File: src/design/scrolling_seven_segment_marquee_unit_assert.svh
// ----------------------------------------------------------------------------
// marquee assertion macros
// clocked on clk, disabled while rst_n is low
// ----------------------------------------------------------------------------
`ifndef SCROLLING_SEVEN_SEGMENT_MARQUEE_UNIT_ASSERT_SVH
`define SCROLLING_SEVEN_SEGMENT_MARQUEE_UNIT_ASSERT_SVH

// same-cycle implication
`define SSM_ASSERT_NOW(lbl, ante, cons, msg) \
  lbl: assert property (@(posedge clk) disable iff (!rst_n) (ante) |-> (cons)) \
    else $error(msg);

// next-cycle implication
`define SSM_ASSERT_NEXT(lbl, ante, cons, msg) \
  lbl: assert property (@(posedge clk) disable iff (!rst_n) (ante) |=> (cons)) \
    else $error(msg);

`endif

File: src/design/ssm_pkg.sv
// ----------------------------------------------------------------------------
// ssm_pkg
// shared widths, register indexes and the segment font of the marquee
// ----------------------------------------------------------------------------
package ssm_pkg;

  localparam int CODE_W   = 8;
  localparam int BANK_W   = 24;
  localparam int DIGITS   = 6;
  localparam int CNT_W    = $clog2(DIGITS);
  localparam int POS_W    = 4;
  localparam int LEN_W    = 5;
  localparam int PERIOD_W = 20;
  localparam int DATA_W   = 64;
  localparam int ADDR_W   = 5;
  localparam int REGSEL_W = 2;

  localparam logic [REGSEL_W-1:0] REG_MSG_LO = 2'd0;
  localparam logic [REGSEL_W-1:0] REG_MSG_HI = 2'd1;
  localparam logic [REGSEL_W-1:0] REG_LENGTH = 2'd2;
  localparam logic [REGSEL_W-1:0] REG_PERIOD = 2'd3;

  localparam logic [LEN_W-1:0]    RESET_LENGTH = 5'd10;
  localparam logic [PERIOD_W-1:0] RESET_PERIOD = 20'd5000;
  localparam logic [BANK_W-1:0]   BLANK_BANK   = 24'hFFFFFF;

  localparam logic [CODE_W-1:0] CODE_BLANK = 8'hFF;
  localparam logic [CODE_W-1:0] CODE_DASH  = 8'hBF;
  localparam logic [CODE_W-1:0] CODE_DOT   = 8'h7F;
  localparam logic [CODE_W-1:0] CODE_UNDER = 8'hE7;
  localparam logic [CODE_W-1:0] CODE_QUEST = 8'h86;

  localparam logic [CODE_W-1:0] LETTER_FONT [26] = '{
    8'h88, 8'h83, 8'hC6, 8'hA1, 8'h86, 8'h8E, 8'hC2, 8'h89, 8'hF9, 8'hE1, 8'h89, 8'hC7, 8'hC8,
    8'hAB, 8'hC0, 8'h8C, 8'h98, 8'hAF, 8'h92, 8'h87, 8'hC1, 8'hC1, 8'hC1, 8'h89, 8'h91, 8'hA4
  };

  localparam logic [CODE_W-1:0] DIGIT_FONT [10] = '{
    8'hC0, 8'hF9, 8'hA4, 8'hB0, 8'h99, 8'h92, 8'h82, 8'hF8, 8'h80, 8'h90
  };

  function automatic logic [CODE_W-1:0] encode_char(input logic [7:0] ch);
    logic [CODE_W-1:0] code;
    code = CODE_BLANK;
    if (ch >= 8'h41 && ch <= 8'h5A) begin
      code = LETTER_FONT[5'(ch - 8'h41)];
    end else if (ch >= 8'h61 && ch <= 8'h7A) begin
      code = LETTER_FONT[5'(ch - 8'h61)];
    end else if (ch >= 8'h30 && ch <= 8'h39) begin
      code = DIGIT_FONT[4'(ch - 8'h30)];
    end else if (ch == 8'h2D) begin
      code = CODE_DASH;
    end else if (ch == 8'h2E) begin
      code = CODE_DOT;
    end else if (ch == 8'h5F) begin
      code = CODE_UNDER;
    end else if (ch == 8'h3F) begin
      code = CODE_QUEST;
    end
    return code;
  endfunction

endpackage

File: src/design/ssm_in_if.sv
// ----------------------------------------------------------------------------
// ssm_in_if
// tick channel: two switch bits per beat
// ----------------------------------------------------------------------------
interface ssm_in_if;
  logic valid;
  logic ready;
  logic display_enable;
  logic scroll_enable;

  modport source (output valid, output display_enable, output scroll_enable, input ready);
  modport sink   (input valid, input display_enable, input scroll_enable, output ready);
endinterface

File: src/design/ssm_out_if.sv
// ----------------------------------------------------------------------------
// ssm_out_if
// display channel: two banks of three active-low segment codes per beat
// ----------------------------------------------------------------------------
interface ssm_out_if;
  logic                        valid;
  logic                        ready;
  logic [ssm_pkg::BANK_W-1:0] right_digits;
  logic [ssm_pkg::BANK_W-1:0] left_digits;

  modport source (output valid, output right_digits, output left_digits, input ready);
  modport sink   (input valid, input right_digits, input left_digits, output ready);
endinterface

File: src/design/scrolling_seven_segment_marquee_unit.sv
// a tick that does not redraw goes from accept straight to the hand-off to the output
// register; one that redraws the window takes accept, six digit steps, then that hand-off
// no new tick before the last is handed off; the shared encoder does one digit per cycle
// reset: synchronous active-low rst_n; display blank, position and tick count zero,
// registers back to length 10 and period 5000
// ----------------------------------------------------------------------------
// scrolling_seven_segment_marquee_unit
// six-digit scrolling text marquee with an apb-style register port; a small
// sequencer runs one index/encode unit over the six window characters
// ----------------------------------------------------------------------------
`include "scrolling_seven_segment_marquee_unit_assert.svh"

module scrolling_seven_segment_marquee_unit #(
  parameter int MESSAGE_MAX = 16
) (
  input  logic                          clk,
  input  logic                          rst_n,
  ssm_in_if.sink                        in_ch,
  ssm_out_if.source                     out_ch,
  input  logic                          psel,
  input  logic                          penable,
  input  logic                          pwrite,
  input  logic [ssm_pkg::ADDR_W-1:0]    paddr,
  input  logic [ssm_pkg::DATA_W-1:0]    pwdata,
  output logic [ssm_pkg::DATA_W-1:0]    prdata,
  output logic                          pready
);

  localparam logic [1:0] ST_IDLE = 2'd0;
  localparam logic [1:0] ST_WIN  = 2'd1;
  localparam logic [1:0] ST_DONE = 2'd2;

  localparam logic [ssm_pkg::LEN_W-1:0] LEN_MAX  = ssm_pkg::LEN_W'(MESSAGE_MAX);
  localparam logic [ssm_pkg::CNT_W-1:0] CNT_LAST = ssm_pkg::CNT_W'(ssm_pkg::DIGITS - 1);
  localparam int WIN_W = ssm_pkg::DIGITS * ssm_pkg::CODE_W;
  localparam int MOD_W = ssm_pkg::LEN_W + ssm_pkg::POS_W;

  logic [1:0] state_r, state_nxt;

  logic [ssm_pkg::DATA_W-1:0]   message_chars_lo_r;
  logic [ssm_pkg::DATA_W-1:0]   message_chars_hi_r;
  logic [ssm_pkg::LEN_W-1:0]    message_length_r;
  logic [ssm_pkg::PERIOD_W-1:0] scroll_period_r;

  logic                         enable_before_r;
  logic [ssm_pkg::POS_W-1:0]    scroll_position_r;
  logic [ssm_pkg::PERIOD_W-1:0] tick_count_r;
  logic [ssm_pkg::BANK_W-1:0]   shown_right_r;
  logic [ssm_pkg::BANK_W-1:0]   shown_left_r;
  logic                         out_valid_r;
  logic                         step_r;

  logic [ssm_pkg::CNT_W-1:0]    cnt_r;
  logic [ssm_pkg::POS_W-1:0]    idx_r;
  logic [ssm_pkg::LEN_W-1:0]    len_q_r;
  logic [WIN_W-1:0]             win_r;
  logic [ssm_pkg::BANK_W-1:0]   out_right_r;
  logic [ssm_pkg::BANK_W-1:0]   out_left_r;

  logic                         in_fire;
  logic                         cfg_wr;
  logic                         out_load;
  logic                         en_rise;
  logic                         tick_ge;
  logic                         need_latch;
  logic [ssm_pkg::LEN_W-1:0]    len_eff;
  logic [ssm_pkg::POS_W-1:0]    pos_eff;
  logic [ssm_pkg::POS_W-1:0]    pos_mod;
  logic [ssm_pkg::LEN_W-1:0]    idx_inc;
  logic [ssm_pkg::POS_W-1:0]    idx_nxt;
  logic [ssm_pkg::CODE_W-1:0]   code;
  logic [WIN_W-1:0]             win_nxt;
  logic [2*ssm_pkg::DATA_W-1:0] msg_bytes;

  assign in_ch.ready = (state_r == ST_IDLE);
  assign in_fire     = in_ch.valid && in_ch.ready;
  assign cfg_wr      = psel && penable && pwrite && pready;
  assign pready      = 1'b1;
  assign out_load    = (state_r == ST_DONE) && (!out_valid_r || out_ch.ready);

  assign out_ch.valid        = out_valid_r;
  assign out_ch.right_digits = out_right_r;
  assign out_ch.left_digits  = out_left_r;

  always_comb begin
    unique case (paddr[ssm_pkg::ADDR_W-1 -: ssm_pkg::REGSEL_W])
      ssm_pkg::REG_MSG_LO: prdata = message_chars_lo_r;
      ssm_pkg::REG_MSG_HI: prdata = message_chars_hi_r;
      ssm_pkg::REG_LENGTH: prdata = ssm_pkg::DATA_W'(message_length_r);
      ssm_pkg::REG_PERIOD: prdata = ssm_pkg::DATA_W'(scroll_period_r);
    endcase
  end

  // clamp length into 1..MESSAGE_MAX
  always_comb begin
    if (message_length_r == '0) begin
      len_eff = ssm_pkg::LEN_W'(1);
    end else if (message_length_r > LEN_MAX) begin
      len_eff = LEN_MAX;
    end else begin
      len_eff = message_length_r;
    end
  end

  assign en_rise    = in_ch.display_enable && !enable_before_r;
  assign pos_eff    = en_rise ? '0 : scroll_position_r;
  assign tick_ge    = (tick_count_r >= scroll_period_r);
  assign need_latch = in_ch.display_enable && (!in_ch.scroll_enable || tick_ge);

  // start index: position mod length by four restoring steps
  always_comb begin
    logic [MOD_W-1:0] rem;
    logic [MOD_W-1:0] dsub;
    rem = MOD_W'(pos_eff);
    for (int k = ssm_pkg::POS_W - 1; k >= 0; k--) begin
      dsub = MOD_W'(len_eff) << k;
      if (rem >= dsub) begin
        rem = rem - dsub;
      end
    end
    pos_mod = rem[ssm_pkg::POS_W-1:0];
  end

  // shared digit unit: fetch, encode, advance with wrap
  assign msg_bytes = {message_chars_hi_r, message_chars_lo_r};
  assign code      = ssm_pkg::encode_char(msg_bytes[idx_r*ssm_pkg::CODE_W +: ssm_pkg::CODE_W]);
  assign idx_inc   = ssm_pkg::LEN_W'(idx_r) + ssm_pkg::LEN_W'(1);
  assign idx_nxt   = (idx_inc == len_q_r) ? '0 : idx_inc[ssm_pkg::POS_W-1:0];
  assign win_nxt   = {win_r[WIN_W-ssm_pkg::CODE_W-1:0], code};

  always_comb begin
    state_nxt = state_r;
    unique case (state_r)
      ST_IDLE: begin
        if (in_fire) begin
          state_nxt = need_latch ? ST_WIN : ST_DONE;
        end
      end
      ST_WIN: begin
        if (cnt_r == CNT_LAST) begin
          state_nxt = ST_DONE;
        end
      end
      ST_DONE: begin
        if (out_load) begin
          state_nxt = ST_IDLE;
        end
      end
      default: state_nxt = ST_IDLE;
    endcase
  end

  always_ff @(posedge clk) begin
    if (!rst_n) begin
      state_r            <= ST_IDLE;
      message_chars_lo_r <= '0;
      message_chars_hi_r <= '0;
      message_length_r   <= ssm_pkg::RESET_LENGTH;
      scroll_period_r    <= ssm_pkg::RESET_PERIOD;
      enable_before_r    <= 1'b0;
      scroll_position_r  <= '0;
      tick_count_r       <= '0;
      shown_right_r      <= ssm_pkg::BLANK_BANK;
      shown_left_r       <= ssm_pkg::BLANK_BANK;
      out_valid_r        <= 1'b0;
      step_r             <= 1'b0;
      cnt_r              <= '0;
    end else begin
      state_r <= state_nxt;

      if (cfg_wr) begin
        unique case (paddr[ssm_pkg::ADDR_W-1 -: ssm_pkg::REGSEL_W])
          ssm_pkg::REG_MSG_LO: message_chars_lo_r <= pwdata;
          ssm_pkg::REG_MSG_HI: message_chars_hi_r <= pwdata;
          ssm_pkg::REG_LENGTH: message_length_r   <= pwdata[ssm_pkg::LEN_W-1:0];
          ssm_pkg::REG_PERIOD: scroll_period_r    <= pwdata[ssm_pkg::PERIOD_W-1:0];
        endcase
      end

      if (out_load) begin
        out_valid_r <= 1'b1;
      end else if (out_ch.ready) begin
        out_valid_r <= 1'b0;
      end

      if (in_fire) begin
        enable_before_r <= in_ch.display_enable;
        step_r          <= in_ch.scroll_enable && tick_ge;
        cnt_r           <= '0;
        if (!in_ch.display_enable) begin
          shown_right_r <= ssm_pkg::BLANK_BANK;
          shown_left_r  <= ssm_pkg::BLANK_BANK;
        end else begin
          scroll_position_r <= pos_eff;
          if (in_ch.scroll_enable) begin
            tick_count_r <= tick_ge ? ssm_pkg::PERIOD_W'(1)
                                    : tick_count_r + ssm_pkg::PERIOD_W'(1);
          end
        end
      end

      if (state_r == ST_WIN) begin
        cnt_r <= cnt_r + ssm_pkg::CNT_W'(1);
        // next position is the index after the first window character
        if (cnt_r == '0 && step_r) begin
          scroll_position_r <= idx_nxt;
        end
        if (cnt_r == CNT_LAST) begin
          shown_left_r  <= win_nxt[WIN_W-1 -: ssm_pkg::BANK_W];
          shown_right_r <= win_nxt[ssm_pkg::BANK_W-1:0];
        end
      end
    end
  end

  always_ff @(posedge clk) begin
    if (in_fire) begin
      idx_r   <= pos_mod;
      len_q_r <= len_eff;
    end else if (state_r == ST_WIN) begin
      idx_r <= idx_nxt;
      win_r <= win_nxt;
    end
    if (out_load) begin
      out_right_r <= shown_right_r;
      out_left_r  <= shown_left_r;
    end
  end

  `SSM_ASSERT_NEXT(a_blank_tick, in_fire && !in_ch.display_enable, (state_r == ST_DONE) && (shown_left_r == ssm_pkg::BLANK_BANK) && (shown_right_r == ssm_pkg::BLANK_BANK), "disabled tick did not blank both banks")
  `SSM_ASSERT_NOW(a_idx_in_range, state_r == ST_WIN, ssm_pkg::LEN_W'(idx_r) < len_q_r, "window index not below message length")
  `SSM_ASSERT_NOW(a_cnt_in_range, state_r == ST_WIN, cnt_r <= CNT_LAST, "digit counter past last digit")

endmodule
File: src/flat_wrapper.sv
// flat-port wrapper written by rule: the top's interface ports become plain ports
module scrolling_seven_segment_marquee_unit_flat 
#(
  parameter int MESSAGE_MAX = 16
)
  (clk, rst_n, psel, penable, pwrite, paddr, pwdata, prdata, pready, in_ch_valid, in_ch_display_enable, in_ch_scroll_enable, in_ch_ready, out_ch_valid, out_ch_right_digits, out_ch_left_digits, out_ch_ready);
  ssm_in_if in_ch_i ();
  ssm_out_if out_ch_i ();
  input  logic clk;
  input  logic rst_n;
  input  logic psel;
  input  logic penable;
  input  logic pwrite;
  input  logic [ssm_pkg::ADDR_W-1:0] paddr;
  input  logic [ssm_pkg::DATA_W-1:0] pwdata;
  output logic [ssm_pkg::DATA_W-1:0] prdata;
  output logic pready;
  input wire logic [$bits(in_ch_i.valid)-1:0] in_ch_valid;
  input wire logic [$bits(in_ch_i.display_enable)-1:0] in_ch_display_enable;
  input wire logic [$bits(in_ch_i.scroll_enable)-1:0] in_ch_scroll_enable;
  output wire logic [$bits(in_ch_i.ready)-1:0] in_ch_ready;
  output wire logic [$bits(out_ch_i.valid)-1:0] out_ch_valid;
  output wire logic [$bits(out_ch_i.right_digits)-1:0] out_ch_right_digits;
  output wire logic [$bits(out_ch_i.left_digits)-1:0] out_ch_left_digits;
  input wire logic [$bits(out_ch_i.ready)-1:0] out_ch_ready;
  assign in_ch_i.valid = in_ch_valid;
  assign in_ch_i.display_enable = in_ch_display_enable;
  assign in_ch_i.scroll_enable = in_ch_scroll_enable;
  assign in_ch_ready = in_ch_i.ready;
  assign out_ch_valid = out_ch_i.valid;
  assign out_ch_right_digits = out_ch_i.right_digits;
  assign out_ch_left_digits = out_ch_i.left_digits;
  assign out_ch_i.ready = out_ch_ready;
  scrolling_seven_segment_marquee_unit #(.MESSAGE_MAX(MESSAGE_MAX)) u_core (.clk(clk), .rst_n(rst_n), .in_ch(in_ch_i), .out_ch(out_ch_i), .psel(psel), .penable(penable), .pwrite(pwrite), .paddr(paddr), .pwdata(pwdata), .prdata(prdata), .pready(pready));
endmodule
File: config.mk
export PLATFORM = sky130hd
export DESIGN_NAME = scrolling_seven_segment_marquee_unit_flat
export DESIGN_NICKNAME = d
export VERILOG_FILES = /design/src/design/ssm_pkg.sv /design/src/design/ssm_in_if.sv /design/src/design/ssm_out_if.sv /design/src/design/scrolling_seven_segment_marquee_unit.sv /design/src/flat_wrapper.sv
export VERILOG_INCLUDE_DIRS = /design/src /design/src/design
export SDC_FILE = /design/constraint.sdc
export NUM_CORES = 1
export LEC_CHECK = 0
export BUFFER_PORTS_ARGS = -buffer_cell sky130_fd_sc_hd__buf_4
export CAP_MARGIN = 20
export CORE_ASPECT_RATIO = 0.9
export CORE_MARGIN = 2
export CORE_UTILIZATION = 35
export DETAILED_ROUTE_END_ITERATION = 16
export GPL_TIMING_DRIVEN = 1
export PLACE_DENSITY = 0.51
export SLEW_MARGIN = 10
export SYNTH_ARGS = -nofsm -noshare
export SYNTH_HDL_FRONTEND = slang
export SYNTH_SLANG_ARGS = --single-unit
File: constraint.sdc
create_clock -name clk -period 16.4 [get_ports clk]
set_clock_uncertainty 0.1 [all_clocks]
set_input_delay 0.82 -clock clk [delete_from_list [all_inputs] [get_ports clk]]
set_output_delay 0.82 -clock clk [all_outputs]
set_load 0.05 [all_outputs]
### Yosys cells after proc, flatten, opt, wreduce, memory -nomap -nowiden

Memories as Yosys holds them, arrays and structs flattened.
Cells that the tools add are included.

| word-level totals | value |
|---|---|
| bits in read-only memories | 640 |
| word-level logic and storage cells | 140 |
| memories | 3 |
| register bits after elaboration | 330 |

Memory list:

| name | words | width | read ports | clocked after Yosys merged registers in | write ports | line | RTL |
|---|---|---|---|---|---|---|---|
| (no name shown) | 32 | 8 | 1 | 0 | 0 | ssm_pkg.sv:46 | `code = LETTER_FONT[5'(ch - 8'h41)];` |
| (no name shown) | 32 | 8 | 1 | 0 | 0 | ssm_pkg.sv:48 | `code = LETTER_FONT[5'(ch - 8'h61)];` |
| (no name shown) | 16 | 8 | 1 | 0 | 0 | ssm_pkg.sv:50 | `code = DIGIT_FONT[4'(ch - 8'h30)];` |

| operators by class | value |
|---|---|
| shift operators | 1 |
| mux-type cells | 46 |
| equality and inequality tests | 14 |
| bitwise operators | 4 |
| magnitude comparators | 15 |
| reduce and logical (&&, ||, !) cells | 29 |
| $add $sub $neg | 10 |

Operators with widths:

| cell | number |
|---|---|
| one-hot mux 64 bit (4 select lines) | 1 |
| 2-to-1 mux 24 bit | 8 |
| variable part select 128 x 8 -> 8 bit | 1 |
| 2-to-1 mux 8 bit | 12 |
| 2-to-1 mux 4 bit | 9 |
| 2-to-1 mux 9 bit | 3 |
| equality test 8 x 6 -> 1 bit (second input constant) | 3 |
| adder 20 x 1 -> 20 bit (second input constant) | 1 |
| greater-or-equal comparator 20 bit | 1 |
| 2-to-1 mux 20 bit | 1 |
| greater-or-equal comparator 8 x 7 -> 1 bit (second input constant) | 2 |
| less-or-equal comparator 8 x 7 -> 1 bit (second input constant) | 2 |
| greater-or-equal comparator 6 bit (second input constant) | 2 |
| NOT 5 -> 6 bit | 2 |
| logical AND 1 bit | 11 |
| 2-to-1 mux 5 bit | 2 |
| AND reduction 2 bit | 5 |
| subtractor 5 x 1 -> 5 bit (second input constant) | 2 |
| greater-or-equal comparator 9 x 5 -> 1 bit | 1 |
| greater-or-equal comparator 9 x 6 -> 1 bit | 1 |
| greater-or-equal comparator 9 x 7 -> 1 bit | 1 |
| subtractor 4 x 8 -> 9 bit | 1 |
| subtractor 9 x 6 -> 9 bit | 1 |
| subtractor 9 x 7 -> 9 bit | 1 |
| other kinds (30) | 45 |

### Logic depth before layout (Yosys ltp)

Gate-level depths: netlist of run 1.

| depth | value |
|---|---|
| depth in word-level cells | 12 |
| depth in mapped cells | 34 |
| mapped depth without buffers | 33 |

### Worst setup path before layout of run 1

Ideal clock, no wire load.

| path | value |
|---|---|
| path kind | input to register |
| start | in in_ch_display_enable |
| end | reg u_core.idx_r[0] (netlist bit), data pin |
| arrival | 7.020 ns |
| buffers on the path | 0 |
| stages on the path | 30 |
| setup time | 0.149 ns |
| slack | 9.131 ns |
| cell sequence | nand2b_1 nand2_1 ha_1 inv_1 ha_1 or4b_4 and3_4 o21ai_2 inv_1 ha_1 and2b_2 o21ai_1 a311oi_2 nor2_1 a211oi_1 a21o_1 a31oi_1 ha_1 and2_2 and4_1 a311oi_4 nand4_4 a21oi_1 ha_1 a21oi_1 o21bai_1 a211oi_1 o211ai_4 mux2_4 o22ai_2 |

| between the ends | value |
|---|---|
| longest elaborated chain between the ends | 11 |
| elaborated cells on any way between the ends | 15 |
| those cells by class | add/sub (4); order compare (4); mux (6); reduce/logical (1) |

RTL lines:

| element | line | RTL |
|---|---|---|
| start, declared | flat_wrapper.sv:19 | `input wire logic [$bits(in_ch_i.display_enable)-1:0] in_ch_display_enable;` |
| logical AND 1 bit (*) | scrolling_seven_segment_marquee_unit.sv:105 | `assign en_rise = in_ch.display_enable && !enable_before_r;` |
| 2-to-1 mux 4 bit (*) | scrolling_seven_segment_marquee_unit.sv:106 | `assign pos_eff = en_rise ? '0 : scroll_position_r;` |
| subtractor 4 x 8 -> 9 bit or greater-or-equal comparator 4 x 8 -> 1 bit (tied branches) | scrolling_seven_segment_marquee_unit.sv:118, scrolling_seven_segment_marquee_unit.sv:117 |  |
| 2-to-1 mux 9 bit (*) | scrolling_seven_segment_marquee_unit.sv:117 | `if (rem >= dsub) begin` |
| subtractor 9 x 7 -> 9 bit or greater-or-equal comparator 9 x 7 -> 1 bit (tied branches) | scrolling_seven_segment_marquee_unit.sv:118, scrolling_seven_segment_marquee_unit.sv:117 |  |
| 2-to-1 mux 9 bit (*) | scrolling_seven_segment_marquee_unit.sv:117 |  |
| subtractor 9 x 6 -> 9 bit or greater-or-equal comparator 9 x 6 -> 1 bit (tied branches) | scrolling_seven_segment_marquee_unit.sv:118, scrolling_seven_segment_marquee_unit.sv:117 |  |
| 2-to-1 mux 9 bit (*) | scrolling_seven_segment_marquee_unit.sv:117 |  |
| greater-or-equal comparator 9 x 5 -> 1 bit or subtractor 4 bit (tied branches) | scrolling_seven_segment_marquee_unit.sv:117, scrolling_seven_segment_marquee_unit.sv:118 |  |
| 2-to-1 mux 4 bit (*) | scrolling_seven_segment_marquee_unit.sv:117 |  |
| 2-to-1 mux 4 bit (*) | scrolling_seven_segment_marquee_unit.sv:217 | `if (in_fire) begin` |
| end signal, assigned | scrolling_seven_segment_marquee_unit.sv:218 | `idx_r <= pos_mod;` |
| end signal, assigned | scrolling_seven_segment_marquee_unit.sv:221 | `idx_r <= idx_nxt;` |
| end, declared | scrolling_seven_segment_marquee_unit.sv:54 | `logic [ssm_pkg::POS_W-1:0] idx_r;` |

Every way passes the cells marked *; elsewhere a longest branch is shown, timed or not.
A chain may end at the register's enable or synchronous reset.

### Worst setup path in the final report of run 1

| path | value |
|---|---|
| start | reg u_core.message_length_r[4] (netlist bit) |
| end | reg u_core.idx_r[1] (netlist bit), data pin |

| between the ends | value |
|---|---|
| longest elaborated chain between the ends | 12 |
| elaborated cells on any way between the ends | 17 |
| those cells by class | add/sub (4); order compare (5); mux (7); reduce/logical (1) |

RTL lines:

| element | line | RTL |
|---|---|---|
| start, declared | scrolling_seven_segment_marquee_unit.sv:42 | `logic [ssm_pkg::LEN_W-1:0] message_length_r;` |
| start signal, assigned | scrolling_seven_segment_marquee_unit.sv:158 | `message_length_r <= ssm_pkg::RESET_LENGTH;` |
| start signal, assigned | scrolling_seven_segment_marquee_unit.sv:175 | `ssm_pkg::REG_LENGTH: message_length_r <= pwdata[ssm_pkg::LEN_W-1:0];` |
| > comparator 5 bit | scrolling_seven_segment_marquee_unit.sv:98 | `end else if (message_length_r > LEN_MAX) begin` |
| 2-to-1 mux 5 bit | scrolling_seven_segment_marquee_unit.sv:98 |  |
| 2-to-1 mux 5 bit (*) | scrolling_seven_segment_marquee_unit.sv:96 | `if (message_length_r == '0) begin` |
| subtractor 4 x 8 -> 9 bit or greater-or-equal comparator 4 x 8 -> 1 bit (tied branches) | scrolling_seven_segment_marquee_unit.sv:118, scrolling_seven_segment_marquee_unit.sv:117 |  |
| 2-to-1 mux 9 bit | scrolling_seven_segment_marquee_unit.sv:117 |  |
| subtractor 9 x 7 -> 9 bit or greater-or-equal comparator 9 x 7 -> 1 bit (tied branches) | scrolling_seven_segment_marquee_unit.sv:118, scrolling_seven_segment_marquee_unit.sv:117 |  |
| 2-to-1 mux 9 bit | scrolling_seven_segment_marquee_unit.sv:117 |  |
| subtractor 9 x 6 -> 9 bit or greater-or-equal comparator 9 x 6 -> 1 bit (tied branches) | scrolling_seven_segment_marquee_unit.sv:118, scrolling_seven_segment_marquee_unit.sv:117 |  |
| 2-to-1 mux 9 bit | scrolling_seven_segment_marquee_unit.sv:117 |  |
| greater-or-equal comparator 9 x 5 -> 1 bit or subtractor 4 bit (tied branches) | scrolling_seven_segment_marquee_unit.sv:117, scrolling_seven_segment_marquee_unit.sv:118 |  |
| 2-to-1 mux 4 bit (*) | scrolling_seven_segment_marquee_unit.sv:117 |  |
| 2-to-1 mux 4 bit (*) | scrolling_seven_segment_marquee_unit.sv:217 |  |

Marks and branches as above.

==> results.py, run 1 <==
metrics = {
    "timing": {
        "fin_crit_ns": 8.299,
        "max_slew_margin": 0.2994,
        "fin_crit_sh": 0.5060,
        "tns_ns": 0,
        "rsz0062_at_grt": "no",
        "fmax_mhz": 120.5,
        "holdWs_ns": 0.3210,
        "setup_viol": 0,
        "slew_violations": 0,
        "tightest_slew_ns": 1.051,
        "final_hold_viol_count": 0,
    },
    "placement": {
        "dp_hpwl_um": 31810,
        "portBuffers": 188,
        "dp.cells": 2354,
        "gp_congestion": 0.8183,
    },
    "global_routing": {
        "grt_overflow_total": 0,
        "antenna_found_initial": 1,
        "grt_usage": 0.1933,
        "grt_start_max_net_pins": 103,
        "grt_pass1_wl_um": 73040,
        "grt_pass1_vias": 12280,
    },
    "setup_path": {
        "crit_required_ns": 16.55,
        "cp.arrival_ns": 8.45,
        "reg2reg_from": "u_core.message_length_r[4]",
        "critPathMaxStageDelay_ns": 0.67,
        "critPathCaptureType": "flip-flop",
        "r2r_setup_slack_ns": 8.10,
        "critPathMaxFanout": 12,
        "crit_path_frequent_cell": "ha_1",
        "startpoint_type": "flip-flop",
        "critical_path_class": "reg -> reg",
        "critical_path.slowest_cell": "dfxtp_1",
        "r2r_end": "u_core.idx_r[1]",
        "reg2regPathDepth": 28,
    },
    "floorplanning": {
        "dieArea_mm2": 0.04817,
        "die_w_um": 231.1,
        "num_rows": 74,
        "dieHeight_um": 208.4,
        "core-area_mm2": 0.04565,
        "initial_core_util": 0.3560,
        "ios": 193,
    },
    "layout": {
        "syn2layout_area_growth_pct": 19.05,
        "multi_input_area_mm2": 0.008053,
        "antenna-diode-count": 0,
        "fillers": 4494,
        "fin_cells": 2424,
        "finalNetCount": 1915,
        "drive_above_1_share": 0.1933,
        "regArea_mm2": 0.007577,
    },
    "yosys": {
        "ys_async_sr_fraction": 0,
        "ys.warnings.count": 0,
        "synthFlopType": "dfxtp_1",
        "synthCells": 1650,
        "avgSynthCellArea_um2": 9.848,
        "ys_seq_area_frac": 0.4663,
        "yosysTopAreaCellShare": 0.2871,
        "synth_area_leaders": "dfxtp_1, edfxtp_1, nand2_1",
        "synth_edf_count": 97,
        "synth_cell_types": 97,
        "synth_nets": 1779,
        "synth-seq-cells": 330,
        "synth_top_area_cell": "dfxtp_1",
        "syn_area_mm2": 0.01625,
    },
    "drt": {
        "wl_per_cell_um": 19.41,
        "via_per_inst": 5.156,
        "ant_nets": 0,
        "vias": 12500,
        "drt_wl_total_um": 47050,
        "dr.first_iter.drc_count": 772,
        "drt_pass1_iterations": 4,
        "drc_errors": 0,
    },
    "min_path": {
        "min_from": "u_core.shown_right_r[4]",
        "min_path_type": "reg -> reg",
        "hold-path-cell-count": 0,
        "hold_end": "u_core.out_ch.right_digits[4]",
    },
    "clock_tree": {
        "clockBufferDepth": 3,
        "cts_tree": "built",
        "cts_setup_buffers": 0,
        "clk_pin_slew_worst_paths_ns": 0.06,
        "cts_root_buffer": "clkbuf_16",
        "htree_levels": 2,
        "clkSinkCount": 330,
        "ctsResizeCount": 0,
        "insertion_delay_ns": 0.55,
        "cts_hold_buf": 0,
        "cts_buffers": 38,
    },
    "pwr": {
        "pwr_density_cell_mw_per_mm2": 102.3,
        "total_power_uw": 1980,
        "ir_drop_uv": 59.63,
        "leakagePower_uw": 0.006901,
    },
    "run_status": {
        "status": "completed",
    },
    "job": {
        "cap_violations": 0,
    },
}
## state kept, by name (all words and copies together) (netlist names), 2 cells and up
register	cells
u_core.cnt_r	3
u_core.idx_r	4
u_core.len_q_r	5
u_core.message_chars_hi_r	64
u_core.message_chars_lo_r	64
u_core.message_length_r	5
u_core.out_ch.left_digits	24
u_core.out_ch.right_digits	24
u_core.scroll_period_r	20
u_core.scroll_position_r	4
u_core.shown_left_r	24
u_core.shown_right_r	24
u_core.state_r	2
u_core.tick_count_r	20
u_core.win_r	40
## synthesized netlist by cell type, types with 8 or more instances
| cell type | number |
|---|---|
| o21ai_0 | 39 |
| nand3_1 | 18 |
| a21o_1 | 9 |
| a21boi_0 | 147 |
| o22a_1 | 40 |
| buf_1 | 12 |
| nor2b_1 | 16 |
| xnor2_1 | 20 |
| a22o_1 | 15 |
| o211ai_1 | 8 |
| clkbuf_1 | 74 |
| mux2i_1 | 72 |
| nor3_1 | 16 |
| dfxtp_1 | 233 |
| mux2_2 | 16 |
| nand4_1 | 13 |
| ha_1 | 48 |
| nand2b_1 | 11 |
| inv_1 | 56 |
| a21oi_1 | 35 |
| xor2_1 | 14 |
| nor2_1 | 100 |
| edfxtp_1 | 97 |
| a221oi_1 | 9 |
| nand2_1 | 356 |
| mux4_2 | 32 |
## layout by cell type, fill, tap and decap left out, drive strengths merged, types with 5 or more instances in the layout
| master | instances |
|---|---|
| nand3 | 18 |
| o211ai | 9 |
| nor2b | 16 |
| nand4 | 14 |
| nor2 | 100 |
| mux2i | 73 |
| dfxtp | 233 |
| o21ai | 47 |
| a21bo | 6 |
| o22a | 40 |
| nand2 | 358 |
| xnor2 | 20 |
| xor2 | 15 |
| clkinv | 9 |
| and2 | 7 |
| nand2b | 11 |
| a22o | 15 |
| buf | 196 |
| clkbuf | 59 |
| inv | 58 |
| or3 | 5 |
| a21o | 10 |
| nor3 | 17 |
| or2 | 5 |
| a21oi | 36 |
| a211oi | 6 |
| a22oi | 8 |
| ha | 48 |
| and3 | 6 |
| a221oi | 9 |
| mux4 | 33 |
| edfxtp | 97 |
| a31oi | 8 |
| a21boi | 149 |
| mux2 | 19 |
## how the worst max path moves through the flow
stage	start	end	cells after the start	slack, ns
final	u_core.message_length_r[4]	u_core.idx_r[1]	28	8.10
after global routing	u_core.message_length_r[4]	u_core.idx_r[1]	29	7.33
after CTS	u_core.message_length_r[4]	u_core.idx_r[1]	28	8.10
after detailed placement	in_ch_display_enable	u_core.idx_r[1]	31	7.90
after global placement	in_ch_display_enable	u_core.idx_r[1]	31	8.05
after floorplan	in_ch_display_enable	u_core.idx_r[0]	30	9.13
## cell type report
class                      instances  area share
multi-input combinational       1162      0.4163
sequential                       330      0.3917
timing repair buffer             196     0.07606
clock buffer                      59     0.05905
tap                              608     0.03932
inverter                          58     0.01125
clock inverter                    11    0.006339
## layer usage
layer  vias to the layer above  part of all wire  track usage
met5                         -           0.00026            0
met4                         2             0.025      0.05962
met3                        74             0.053      0.03577
met2                       312              0.45       0.3032
met1                      5990              0.47       0.2695
li1                       6121                 -            -
## critical path: cells and delay by family, from the launching register on
family / cells / cell delay (ns)
and+or+nand+nor: 8 / 2.45
AOI/OAI and AO/OA: 13 / 2.90
muxes: 1 / 0.24
DFF: 1 / 0.67
adders and majority gates: 4 / 1.21
buffers and inverters: 2 / 0.40
## through the flow
stage / setup WS, ns / util / cell area, um^2
after floorplan: 9.131 / - / 16250
after global placement: 8.049 / 0.3961 / 18080
after detailed placement: 7.898 / 0.3961 / 18080
after CTS: 8.105 / 0.4238 / 19340
after global routing: 7.327 / 0.4238 / 19340
final: 8.101 / 0.4238 / 19340
## where the power goes
part / total, uW / switching (uW) / internal, uW / leakage (uW)
clock: 851 / 339 / 512 / 0.000617
combinational: 263 / 169 / 93.7 / 0.00366
sequential: 866 / 12.5 / 853 / 0.00262
## cells by family after synthesis
| family | synth area share |
|---|---|
| AO/OA/AOI/OAI | 0.1740 |
| XOR/XNOR | 0.01933 |
| adder cells (fa/ha/maj) | 0.04197 |
| buffers and inverters | 0.04042 |
| flip-flops | 0.4663 |
| multiplexers | 0.1050 |
| other | 0.0002308 |
| AND/OR/NAND/NOR | 0.1527 |
(Power assumes the default switching activity.)
==> inputs of run 2 (changes only) <==
clock period = 8.1 ns   (was 16.4 ns; I/O delays follow)
==> run 2 against run 1 <==
  * Largest cell class unchanged
  * Global-route usage up 0.29 points
  * Core utilization rose by 0.26 points
  * Hold slack worse by 0.30 ns
  * Sequential share of layout area fell by 0.22 points
  * Final area up 0.61%
  * Combinational power rose by 100%
  * Maximum frequency increased by 7.9%
  * Critical endpoint is now u_core.idx_r[0]
  * Register-to-register slack got worse by 7.7 ns
  * Cell count is 0.58% higher
==> results.py, run 2 (synthesized netlist as in run 1, its figures left out) <==
metrics = {
    "run_status": {
        "status": "completed",
    },
    "timing": {
        "tightest_slew_ns": 1.114,
        "fmax_mhz": 130.1,
        "slew_violations": 0,
        "fin_crit_sh": 0.9491,
        "rsz0062_at_grt": "no",
        "max_slew_margin": 0.2573,
        "fin_crit_ns": 7.688,
        "final_hold_viol_count": 0,
        "setup_viol": 0,
        "fin_ws_ns": 0.4119,
        "tns_ns": 0,
    },
    "floorplanning": {
        "dieHeight_um": 208.4,
        "dieArea_mm2": 0.04817,
        "core-area_mm2": 0.04565,
        "ios": 193,
        "die_w_um": 231.1,
        "initial_core_util": 0.3560,
        "num_rows": 74,
    },
    "setup_path": {
        "critPathCaptureType": "flip-flop",
        "cp.arrival_ns": 7.98,
        "crit_path_frequent_cell": "ha_1",
        "crit_required_ns": 8.39,
        "critPathMaxStageDelay_ns": 0.53,
        "critPathMaxFanout": 7,
        "critical_path_class": "reg -> reg",
        "path_buf_inv": 3,
        "critical_path.top_delay_family": "compound AO/OA/AOI/OAI gates",
        "startpoint_type": "flip-flop",
        "critical_path.slowest_cell": "or4b_4",
    },
    "drt": {
        "ant_nets": 0,
        "drt_pass1_iterations": 5,
        "drc_errors": 0,
        "vias": 12590,
        "wl_per_cell_um": 19.52,
        "via_per_inst": 5.165,
        "drt_wl_total_um": 47590,
        "dr.first_iter.drc_count": 805,
    },
    "layout": {
        "syn2layout_area_growth_pct": 19.77,
        "final_cell_mix": "nand2_1, dfxtp_1, buf_4",
        "finalNetCount": 1933,
        "drive_above_1_share": 0.1986,
        "reg_top3": "u_core.message_chars_hi_r: 64 flops, u_core.message_chars_lo_r: 64 flops, u_core.win_r: 40 flops",
        "final_common_cell": "nand2_1",
    },
    "global_routing": {
        "grt_start_max_net_pins": 122,
        "busiest_layer": "met2",
        "grt_usage": 0.1962,
        "use_met1": 0.2835,
        "grt_pass1_wl_um": 73980,
        "grt_overflow_total": 0,
        "grt_util_met2": 0.2981,
        "grt_pass1_vias": 12300,
        "antenna_found_initial": 2,
        "grt_use_met3": 0.03577,
    },
    "job": {
        "cap_violations": 0,
    },
    "clock_tree": {
        "clockBufferDepth": 3,
        "insertion_delay_ns": 0.56,
        "cts_root_buffer": "clkbuf_16",
        "clkSinkCount": 330,
        "cts_tree": "built",
        "cts_buffers": 38,
        "clk_pin_slew_worst_paths_ns": 0.06,
        "htree_levels": 2,
    },
    "placement": {
        "dp_hpwl_um": 32560,
        "gp_congestion": 0.8199,
        "portBuffers": 188,
        "pre_cts_slack_ns": 0.3581,
    },
    "pwr": {
        "leakagePower_uw": 0.006954,
        "pwr_density_cell_mw_per_mm2": 202.7,
        "ir_drop_uv": 150.8,
    },
    "min_path": {
        "min_path_type": "in -> reg",
    },
}
## run 2: cell count changes in the layout (fill, tap and decap cells not counted), sizes merged, moves of 2 or more
cell / delta
diode: +2
clkinv: -2
dlygate4sd3: +9
buf: +9
clkbuf: -5
## run 2: where the power goes
part / total, uW / switching [uW] / internal, uW
logic: 539 / 345 / 194
registers: 1750 / 24.4 / 1730
clock network: 1650 / 690 / 964
## run 2: cell type report
| type | count | area, um^2 |
|---|---|---|
| diodes | 2 | 5.005 |
| clock inverters | 10 | 106.4 |
| well taps | 608 | 760.7 |
| flip-flops and latches | 330 | 7580 |
| multi-input cells | 1162 | 8061 |
| fillers | 4427 | 26180 |
| inverters | 58 | 217.7 |
| repair buffers | 214 | 1649 |
| clock buffers | 54 | 1082 |
## run 2: what timing repair did
item	CTS	global route
setup buffers	0	2
endpoints found under the hold margin	11	0
hold buffers	9	0
resized for setup	0	4
setup endpoints to repair	0	4
## run 2: metrics by stage
step	area [um^2]	hold WS (ns)	std cells	total power, uW	util
after floorplan	16250	0.3030	1650	2165	-
after global placement	18120	0.3077	2360	2319	0.3971
after detailed placement	18120	0.3110	2360	2319	0.3971
after CTS	19400	0.0001595	2433	3991	0.4251
after global routing	19460	0.01232	2436	4106	0.4263
final	19460	0.02016	2438	3946	0.4264
## run 2: worst reg2reg max path, delay by kind of cell (launching register included)
kind,cells,cell delay [ns]
fa+ha+maj,5,1.37
compound gates,13,2.69
buf+inv,3,0.32
mux,1,0.33
flops,1,0.50
simple gates,11,2.21
## run 2: path summary, 6_finish.rpt
check,from,endpoint,slack (ns),cells past startpoint
worst max-delay path,u_core.message_length_r[1],u_core.idx_r[0],0.41,33
worst min-delay path,pwdata[21],u_core.message_chars_lo_r[21],0.02,3
worst max register to register,u_core.message_length_r[1],u_core.idx_r[0],0.41,33
worst min register to register,u_core.shown_right_r[5],u_core.out_ch.right_digits[5],0.32,0
## run 2: routing by layer
metal  wire (um)  up-vias
li1            -     6132
met1       22890     6047
met2       20880      346
met3        2746       65
met4        1067        2
met5          13        -
